===== config.mk =====
export PLATFORM = sky130hd
export DESIGN_NAME = sipl_check
export DESIGN_NICKNAME = d
export VERILOG_FILES = /design/src/sipl_pkg.sv /design/src/sipl_check.sv
export SDC_FILE = /design/constraint.sdc
export NUM_CORES = 1
export LEC_CHECK = 0
export BUFFER_PORTS_ARGS = -buffer_cell sky130_fd_sc_hd__buf_2
export CAP_MARGIN = 20
export CELL_PAD_IN_SITES_DETAIL_PLACEMENT = 1
export CELL_PAD_IN_SITES_GLOBAL_PLACEMENT = 2
export CORE_ASPECT_RATIO = 0.75
export CORE_MARGIN = 3
export CORE_UTILIZATION = 31
export CTS_BUF_LIST = sky130_fd_sc_hd__clkbuf_8
export CTS_CLUSTER_DIAMETER = 150
export DETAILED_ROUTE_END_ITERATION = 8
export GPL_ROUTABILITY_DRIVEN = 0
export PLACE_DENSITY_LB_ADDON = 0.1
export REMOVE_ABC_BUFFERS = 1
export SYNTH_ARGS = -nofsm -noshare
export SYNTH_HDL_FRONTEND = slang
export SYNTH_SLANG_ARGS = --single-unit

===== constraint.sdc =====
create_clock -name clock -period 6.4 [get_ports clock]
set_clock_uncertainty 0.1 [all_clocks]
set_input_delay 0.64 -clock clock [delete_from_list [all_inputs] [get_ports clock]]
set_output_delay 0.64 -clock clock [all_outputs]
set_load 0.01 [all_outputs]

===== src/sipl_pkg.sv =====
// ============================================================================
// sipl_pkg: shared constants for the sorted interval pointer lookup
// Field widths, opcode and status codes, and default table geometry.
// ============================================================================
package sipl_pkg;

   // default geometry
   localparam int DEF_TABLE_DEPTH  = 1024;
   localparam int DEF_ADDRESS_BITS = 48;

   // fixed field widths
   localparam int OPCODE_BITS = 2;
   localparam int SIZE_BITS   = 32;
   localparam int STATUS_BITS = 3;

   // request opcodes
   localparam logic [OPCODE_BITS-1:0] OP_CLEAR  = 2'd0;
   localparam logic [OPCODE_BITS-1:0] OP_APPEND = 2'd1;
   localparam logic [OPCODE_BITS-1:0] OP_LOOKUP = 2'd2;

   // response status codes
   localparam logic [STATUS_BITS-1:0] ST_DONE  = 3'd0;
   localparam logic [STATUS_BITS-1:0] ST_HIT   = 3'd1;
   localparam logic [STATUS_BITS-1:0] ST_MISS  = 3'd2;
   localparam logic [STATUS_BITS-1:0] ST_FULL  = 3'd3;
   localparam logic [STATUS_BITS-1:0] ST_ORDER = 3'd4;

endpackage


===== src/sipl_check.sv =====
// ============================================================================
// sipl_check: bounds check at the end of the chain
// Takes the floor entry found by the chain and decides hit or miss from the
// byte offset of the probed address against the entry's size.
// ============================================================================
module sipl_check #(
   parameter int TABLE_DEPTH  = sipl_pkg::DEF_TABLE_DEPTH,
   parameter int ADDRESS_BITS = sipl_pkg::DEF_ADDRESS_BITS
) (
   input  logic                                 clock,
   input  logic                                 reset,
   input  logic                                 in_valid,
   input  logic [$clog2(TABLE_DEPTH+1)-1:0]     in_pos,
   input  logic [ADDRESS_BITS-1:0]              in_addr,
   input  logic [ADDRESS_BITS-1:0]              in_base,
   input  logic [sipl_pkg::SIZE_BITS-1:0]       in_size,
   output logic                                 out_valid,
   output logic [sipl_pkg::STATUS_BITS-1:0]     out_status,
   output logic [ADDRESS_BITS-1:0]              out_base,
   output logic [$clog2(TABLE_DEPTH)-1:0]       out_index
);

   localparam int CNT_BITS   = $clog2(TABLE_DEPTH + 1);
   localparam int INDEX_BITS = $clog2(TABLE_DEPTH);
   localparam int SIZE_BITS  = sipl_pkg::SIZE_BITS;
   localparam int CMP_BITS   = (ADDRESS_BITS > SIZE_BITS) ? ADDRESS_BITS : SIZE_BITS;

   logic                    valid_ff, valid_in;
   logic [CNT_BITS-1:0]     pos_ff;
   logic [ADDRESS_BITS-1:0] addr_ff;
   logic [ADDRESS_BITS-1:0] base_ff;
   logic [SIZE_BITS-1:0]    size_ff;

   logic [ADDRESS_BITS-1:0] offset;
   logic                    hit;
   logic [CNT_BITS-1:0]     floor_index;

   assign valid_in = in_valid;

   always_ff @(posedge clock) begin
      if (reset) begin
         valid_ff <= 1'b0;
      end else begin
         valid_ff <= valid_in;
      end
   end

   always_ff @(posedge clock) begin
      pos_ff  <= in_pos;
      addr_ff <= in_addr;
      base_ff <= in_base;
      size_ff <= in_size;
   end

   // a position of zero means no base lies at or below the address
   always_comb begin
      offset      = addr_ff - base_ff;
      hit         = (pos_ff != '0) &&
                    (CMP_BITS'(offset) < CMP_BITS'(size_ff));
      floor_index = pos_ff - CNT_BITS'(1);
      out_valid   = valid_ff;
      out_status  = hit ? sipl_pkg::ST_HIT : sipl_pkg::ST_MISS;
      out_base    = hit ? base_ff : '0;
      out_index   = hit ? INDEX_BITS'(floor_index) : '0;
   end

   // the floor entry never lies above the probed address
   a_floor_below: assert property (@(posedge clock) disable iff (reset)
      (valid_ff && pos_ff != '0) |-> (base_ff <= addr_ff))
      else $error("floor entry above probed address");

endmodule

==> results.md, run 1 <==
GRT:
- The initial antenna violation count is 2.
- The via count of the first global-routing pass was 6724.
- In the global route stage, overall resource usage came out at 0.193.
- The global-route wire length before repair is 37500 um.
- Entering global routing, the biggest net connects 49 pins.
- The global route total overflow is 0.

Worst setup path:
- The number of buffer and inverter instances along the worst setup path is 4.
- For the worst setup path, the data arrival time is 5.31 ns.
- The kind of launch point of the worst setup path is a flop.
- For the worst setup path, the data required time is 5.66 ns.
- The largest individual stage delay along the critical path comes from the cell ha_1.
- STA classifies the critical path endpoint as an output port.
- In this design, the stage delay of the slowest critical-path cell is 0.42 ns.
- The family of cells with the greatest summed delay on the critical path is compound AO/OA/AOI/OAI gates.
- Along the worst path, the maximum fanout reaches 12.
- The signal on the critical path passes through inv_1, ha_1, a21oi_1, o21ai_1, a21oi_4, o31a_1, o211a_4, o21bai_4, xor2_1, ha_1, a21oi_1, nor2b_1, o21ai_0, o21ai_1, a211oi_1, o221a_2, o2111ai_1, a2111oi_2, nand4_1, buf_4, clkbuf_16, nor3_1, buf_2.
- The critical path is of the reg -> out type.

Clocking:
- The clock input transition at the sequential cells of the worst setup and hold paths is 0.09 ns.
- The clock tree from TritonCTS is done.
- The root cell of the clock tree is clkbuf_8.
- CTS saw 140 sinks.
- The number of buffers added by the clock tree synthesis step is 17.
- The number of H-tree levels is 4.
- The maximum buffer depth of the clock tree is 2.

Detailed routing:
- The first detailed-routing pass ran for 5 iterations.
- The mean number of vias per cell is 4.84.
- After detailed routing, the number of remaining DRC violations is 0.
- After detailed routing, the average wire length per cell comes to 18.2 um.
- The first routing iteration left 229 violations.
- The total wirelength of the detailed-routed design is 24200 um.
- The count of nets left with antenna violations once routing finished came out at 0.
- For this block, the via count after detailed routing is 6443.

Logic synthesis:
- The biggest area contributor in the post-synthesis netlist is dfxtp_1.
- By area the synthesized netlist is led by dfxtp_1, ha_1, a21oi_1, inv_1, nand2_1.
- The count of state elements after synthesis is 140.
- The synthesized netlist occupies a cell area of 7130 um^2.
- In this run, synthesis inferred 0 flip-flops with an integrated enable.
- Of all flip-flops after synthesis, the portion carrying an async set or reset was 0.
- The synthesized instance count is 815.
- The sequential cell area fraction in the yosys report is 0.393.
- The leading register cell type out of synthesis is dfxtp_1.
- Of the post-synthesis cell area, the dominant cell type holds 0.393.
- The Yosys step of the flow raised 0 warnings.
- The number of distinct library cells after synthesis is 57.
- The mean instance size in the synthesized netlist is 8.74 um^2.

Timing:
- The share of the cycle needed by the critical path after routing is 0.946.
- Summed over all failing endpoints, the final setup total negative slack is 0 ns.
- The number of setup violations in the final report is 0.
- The count of endpoints failing hold in the final timing report is 0.
- At the pin with the least slew margin, the transition time is 1.09 ns.
- The worst path meets setup with 0.346 ns of slack.
- Measured against its own limit, the worst slew margin works out to 0.256.
- The final-report max-slew violation count is 0.
- Derived from the worst setup path, the maximum achievable clock frequency is 165 MHz.
- The worst path needs 6.05 ns of the cycle, external delays included.

Layout:
- Fill cells in the final layout number 2682.
- The number of inserted diodes is 0.
- The total number of nets in the final design is 1245.
- The area added between synthesis and finish is 27.5%.
- The final cell count without fillers is 1330.
- The fraction of layout cells with a size suffix above 1 is 0.278.

Placed design:
- Port buffering added 202 buffers.
- The post-DP HPWL is 19600 um.
- Including well taps, the total number of placed cells is 1293.
- The post-place setup slack is 0.304 ns.

Power:
- Of the total power, combinational logic draws 0.237.
- The switching portion of total power is 0.309.
- In this run the static leakage power is 4.33 nW.
- The worst ir drop on vdd is 0.125 mV.
- The relative contribution of sequential cells to total power is 0.412.
- The internal power of the cells is 1.57 mW.
- Dividing total power by cell area gives a power density of 250 nW/um^2.
- The analysis attributes to net switching a power of 0.701 mW.
- The clock share of power is 0.351.

Worst hold path:
- The min-delay analysis places its worst path in the category in -> reg.

Floorplanning:
- Measured along the x axis, the die boundary spans 181 um.
- The die covers 24900 um^2.
- The I/O pin count is 204.
- The floorplan core area is 22300 um^2.
- The floorplan row count is 47.
- The overall die height is 137 um.
- The starting density of the core is 0.319.

Flow run:
- Across the run, the number of max-cap violations was 0.

Status:
- The run finished with clean final reports.
==> metal layers <==
metal | wire, um | up-vias | GRT usage | part of all wire
met5 | 21 | - | 0 | 0.00087
met4 | 182 | 4 | 0.0436 | 0.0075
met3 | 1700 | 15 | 0.0596 | 0.070
met2 | 9140 | 188 | 0.261 | 0.38
met1 | 13200 | 2958 | 0.294 | 0.54
li1 | - | 3278 | - | -
==> state kept, by name, summed over array words and instances, names as in the netlist <==
signal / cells
addr_ff: 48
base_ff: 48
size_ff: 32
pos_ff: 11
out_valid: 1
==> timing repair <==
item / 4_1_cts / 5_1_grt
hold buffers: 0 / 0
cloned: 0 / 2
pin swaps: 0 / 5
resized for setup: 5 / 28
buffers inserted: 0 / 3
endpoints found under the setup margin: 47 / 60
==> cell usage in the layout (no fill, tap or decap), drive strengths merged, types with 21 or more instances in the layout <==
master	Yosys	routed
inv	87	92
nor2	49	49
nand4	21	21
nand2	72	72
a21oi	68	68
xor2	26	26
dfxtp	140	140
buf	12	211
ha	79	79
nor3	62	62
o21ai	44	44
xnor2	23	23
==> cells by family after synthesis <==
family                   synth area share
adder cells (fa/ha/maj)             0.142
AND/OR/NAND/NOR                     0.174
other                            0.000526
buffers and inverters              0.0607
AO/OA/AOI/OAI                       0.168
XOR/XNOR                           0.0602
flip-flops                          0.393
multiplexers                      0.00140
==> cell usage after synthesis, types with 2 or more instances <==
| cell | n |
|---|---|
| nor3_1 | 43 |
| nand4_1 | 21 |
| a211oi_2 | 2 |
| nand2_1 | 72 |
| nand3_1 | 13 |
| nor3_2 | 19 |
| xnor2_1 | 23 |
| a21oi_1 | 66 |
| buf_4 | 2 |
| a2111oi_0 | 3 |
| o21a_1 | 6 |
| nor2b_1 | 6 |
| a221oi_1 | 4 |
| nand2b_1 | 5 |
| dfxtp_1 | 140 |
| o2111ai_1 | 3 |
| clkbuf_1 | 11 |
| a31oi_1 | 8 |
| o21bai_1 | 3 |
| a21oi_2 | 2 |
| o31ai_1 | 4 |
| or3_1 | 3 |
| inv_1 | 87 |
| a21boi_0 | 2 |
| nor4_1 | 7 |
| a21o_1 | 14 |
| o21ai_1 | 4 |
| buf_2 | 10 |
| o21ai_0 | 40 |
| o211ai_1 | 3 |
| a21boi_1 | 2 |
| o31a_1 | 4 |
| a211oi_1 | 5 |
| or2_2 | 2 |
| a2111oi_2 | 2 |
| nor2_1 | 49 |
| o221ai_1 | 2 |
| ha_1 | 79 |
| xor2_1 | 26 |
==> worst paths after layout <==
check | from | endpoint | slack (ns) | cells after the start
worst min-delay path | in_base[6] | base_ff[6]$_DFF_P_ | 0.16 | 1
worst max-delay path | base_ff[5]$_DFF_P_ | out_base[19] | 0.35 | 23
==> final cells by class <==
cell class | count | area, um^2 | area share
clock buffers | 18 | 248 | 0.0273
clock inverters | 14 | 193 | 0.0212
repair buffers | 212 | 1140 | 0.126
inverters | 87 | 327 | 0.0359
multi-input cells | 565 | 4010 | 0.441
flip-flops and latches | 140 | 2800 | 0.308
well taps | 294 | 368 | 0.0405
==> metrics by stage <==
stage	area [um^2]	hold slack (ns)	utilization	total power [mW]
final	9090	0.162	0.407	2.27
after detailed placement	8490	0.644	0.380	1.47
after global placement	8460	0.642	0.379	1.47
after CTS	8950	0.121	0.400	2.28
after global routing	9090	0.122	0.407	2.42
after floorplan	7020	0.568	-	1.29
==> power by group through the flow <==
stage	clock, mW	sequential [mW]	combinational, mW
after floorplan	0	0.950	0.338
after global placement	0	0.953	0.515
after detailed placement	0	0.955	0.518
after CTS	0.825	0.935	0.524
after global routing	0.870	0.939	0.608
final	0.796	0.934	0.538
Power figures use the tool's default switching activity.
==> inputs of run 2 (changes only) <==
--- a/config.mk
+++ b/config.mk
@@ -7,17 +7,18 @@
 export LEC_CHECK = 0
 export BUFFER_PORTS_ARGS = -buffer_cell sky130_fd_sc_hd__buf_2
 export CAP_MARGIN = 20
-export CELL_PAD_IN_SITES_DETAIL_PLACEMENT = 1
-export CELL_PAD_IN_SITES_GLOBAL_PLACEMENT = 2
+export CELL_PAD_IN_SITES_DETAIL_PLACEMENT = 0
+export CELL_PAD_IN_SITES_GLOBAL_PLACEMENT = 1
 export CORE_ASPECT_RATIO = 0.75
 export CORE_MARGIN = 3
-export CORE_UTILIZATION = 31
+export CORE_UTILIZATION = 40
 export CTS_BUF_LIST = sky130_fd_sc_hd__clkbuf_8
 export CTS_CLUSTER_DIAMETER = 150
 export DETAILED_ROUTE_END_ITERATION = 8
 export GPL_ROUTABILITY_DRIVEN = 0
 export PLACE_DENSITY_LB_ADDON = 0.1
 export REMOVE_ABC_BUFFERS = 1
+export SLEW_MARGIN = 20
 export SYNTH_ARGS = -nofsm -noshare
 export SYNTH_HDL_FRONTEND = slang
 export SYNTH_SLANG_ARGS = --single-unit
==> results.md, run 2 (synthesis gave the netlist of run 1 again) <==
GRT:
- The total overflow left after global routing is 0.
- The initial antenna violation count came to 1.
- Entering global routing, the biggest net connects 37 pins.
- The first global-routing pass estimated 32900 um of wire.
- Across every metal layer, demand over resource in global routing totals 0.216.
- The via count of the first global-routing pass is 6077.

Timing:
- For the finished layout, the period the worst path requires is 6.10 ns.
- Setup repair after global routing left no endpoint under its margin.
- Across all hold checks on the routed design, the worst slack comes to 0.183 ns.
- Dividing the final minimum period by the clock period gives 0.953.
- The worst pin sits at a relative slew slack of 0.494.
- For the pin with the worst max-slew slack, the measured transition is 0.740 ns.
- The highest clock frequency the design can meet is 164 MHz.
- The count of endpoints failing hold in the final timing report came to 0.
- The final-report max-slew violation count was 0.
- The number of setup violations in the final report is 0.
- The final worst-path setup slack is 0.303 ns.

Worst setup path:
- The kind of launch point of the worst setup path is a flop.
- The critical path goes through inv_1, ha_1, o211ai_1, a21oi_2, o31a_1, a21oi_1, o21ai_1, a41o_1, nor2_1, xnor2_1, ha_1, o21ai_0, o21ai_0, a211oi_1, o221a_2, o2111ai_1, a2111oi_2, nand4_1, buf_4, buf_12, nor3_1, buf_2.
- Counting both buffers and inverters, the worst setup path holds a total of 4.
- STA classifies the critical path endpoint as an output port.
- The family of cells with the greatest summed delay on the critical path is compound AO/OA/AOI/OAI gates.
- In this run the number of cells on the critical path is 22.
- At the worst endpoint, the arrival time is 5.36 ns.
- In this run the worst setup path terminates at out_base[20].
- The critical path data required time is 5.66 ns.
- Of all nets on the critical path, the largest fanout is 36.
- In this run the worst setup path begins at base_ff[2]$_DFF_P_.
- For this run, the slowest stage of the critical path takes 0.35 ns.
- On the critical path, the stage with the largest delay is an instance of ha_1.
- The critical setup path kind is reg -> out.

Power:
- Summing internal, switching and leakage power gives 2.26 mW.
- The worst ir drop on vdd is 0.174 mV.
- Power spread over the standard cell area amounts to 252 nW/um^2.
- The analysis attributes to cell leakage a power of 4.30 nW.

Clocking:
- No sink is reached through more buffers than the 2 on the longest clock path.
- Clock tree synthesis found a total of 140 sinks.
- The number of hold-repair buffers added at the cts stage is 0.
- TritonCTS built the clock tree.
- In this run the number of H-tree levels came out at 4.
- The root cell of the clock tree is clkbuf_8.
- The number of buffers added by the clock tree synthesis step is 17.
- After clock tree synthesis, the clock-pin slew on the worst setup and hold paths is 0.09 ns.

Layout:
- Measured on the finished design, the core utilization comes to 0.522.
- The total number of nets in the final design is 1241.
- The area added between synthesis and finish is 25.5%.
- Leaving out fill and tap cells, the most frequent cell in the layout is buf_2.
- In the final layout, the registers with the most flip-flops are addr_ff (48), base_ff (48), size_ff (32).
- The fraction of layout cells with a size suffix above 1 is 0.274.
- In the layout the commonest cells are buf_2, dfxtp_1, inv_1.
- The combined area of the multi-input logic cells is 4000 um^2.
- The number of fillers in the final layout is 1701.
- In the final layout, flip-flops and latches occupy 2800 um^2.

Floorplanning:
- The floorplan step defined a die boundary enclosing 19500 um^2.
- Measured along the x axis, the die boundary spans 160 um.
- The die is 122 um tall.
- The floorplan row count is 41.
- The I/O pin count is 204.
- The starting density of the core is 0.416.
- The floorplan core area is 17100 um^2.

Detailed routing:
- The first detailed-routing pass ran for 5 iterations.
- The mean number of vias per cell is 5.05.
- The count of antenna-violating nets left after detailed routing is 0.
- Summed over all layers, the routed wires come to 20900 um.
- The final route contains 6399 vias.
- In the final routed layout, each cell accounts on average for 16.5 um.
- After the first detailed-routing iteration, the DRC count stood at 505.
- For this run, design rule violations remaining after detail routing come to 0.

Placed design:
- Summed over all nets, the half-perimeter wirelength after detailed placement is 16900 um.
- Buffers placed on the I/O ports in this run total 202.
- The post-place setup slack is 0.280 ns.

Status:
- The run finished with clean final reports.

Flow run:
- Max-cap violations in this run came to 0.

Worst hold path:
- The worst hold path belongs to the class in -> reg.
- The startpoint of the tightest hold check path is in_pos[1].
run 2: cell types whose count changed in the layout (fill, tap and decap cells not counted), moves of 2 or more:
cell / before / now
inv_1: 89 / 87
buf_6: 2 / 0
o21ai_1: 9 / 11
inv_8: 0 / 3
run 2: worst min-delay path by stage:
stage	cells past startpoint	to	slack (ns)
2_1_floorplan	0	addr_ff[0]$_DFF_P_	0.57
3_3_place_gp	1	addr_ff[8]$_DFF_P_	0.64
3_5_place_dp	1	base_ff[28]$_DFF_P_	0.64
4_1_cts	1	base_ff[1]$_DFF_P_	0.14
5_1_grt	1	size_ff[2]$_DFF_P_	0.14
6_report	1	pos_ff[1]$_DFF_P_	0.18
run 2: report_power, final:
| part | total [mW] | switching, mW | leakage, nW | internal, mW |
|---|---|---|---|---|
| Sequential | 0.934 | 0.0163 | 1.18 | 0.918 |
| Combinational | 0.520 | 0.313 | 2.89 | 0.207 |
| Clock | 0.802 | 0.368 | 0.222 | 0.434 |
| Total | 2.26 | 0.698 | 4.30 | 1.56 |
run 2: routing by layer:
layer,global-route usage,part of all wire,vias to the layer above
li1,-,-,3260
met1,0.335,0.53,2862
met2,0.288,0.38,256
met3,0.0673,0.086,19
met4,0.0466,0.0085,2
met5,0,0.00096,-
run 2: final cells by class:
| class | count | share of cell area |
|---|---|---|
| diodes | 1 | 0.000280 |
| inverters | 87 | 0.0365 |
| flip-flops and latches | 140 | 0.313 |
| clock buffers | 17 | 0.0262 |
| repair buffers | 208 | 0.121 |
| multi-input cells | 565 | 0.447 |
| well taps | 236 | 0.0330 |
| clock inverters | 14 | 0.0235 |
run 2: through the flow:
stage               setup TNS [ns]  cells  instance area [um^2]
CTS                              0   1266                  8840
global route                     0   1267                  8940
floorplan                   -18.52    792                  7020
finish                           0   1268                  8950
global placement                 0   1235                  8380
detailed placement               0   1235                  8380
run 2: timing repair:
action	4_1_cts	5_1_grt
resized for setup	3	31
buffers inserted	0	1
endpoints found under the hold margin	0	0
endpoints found under the setup margin	45	60
pin swaps	0	1
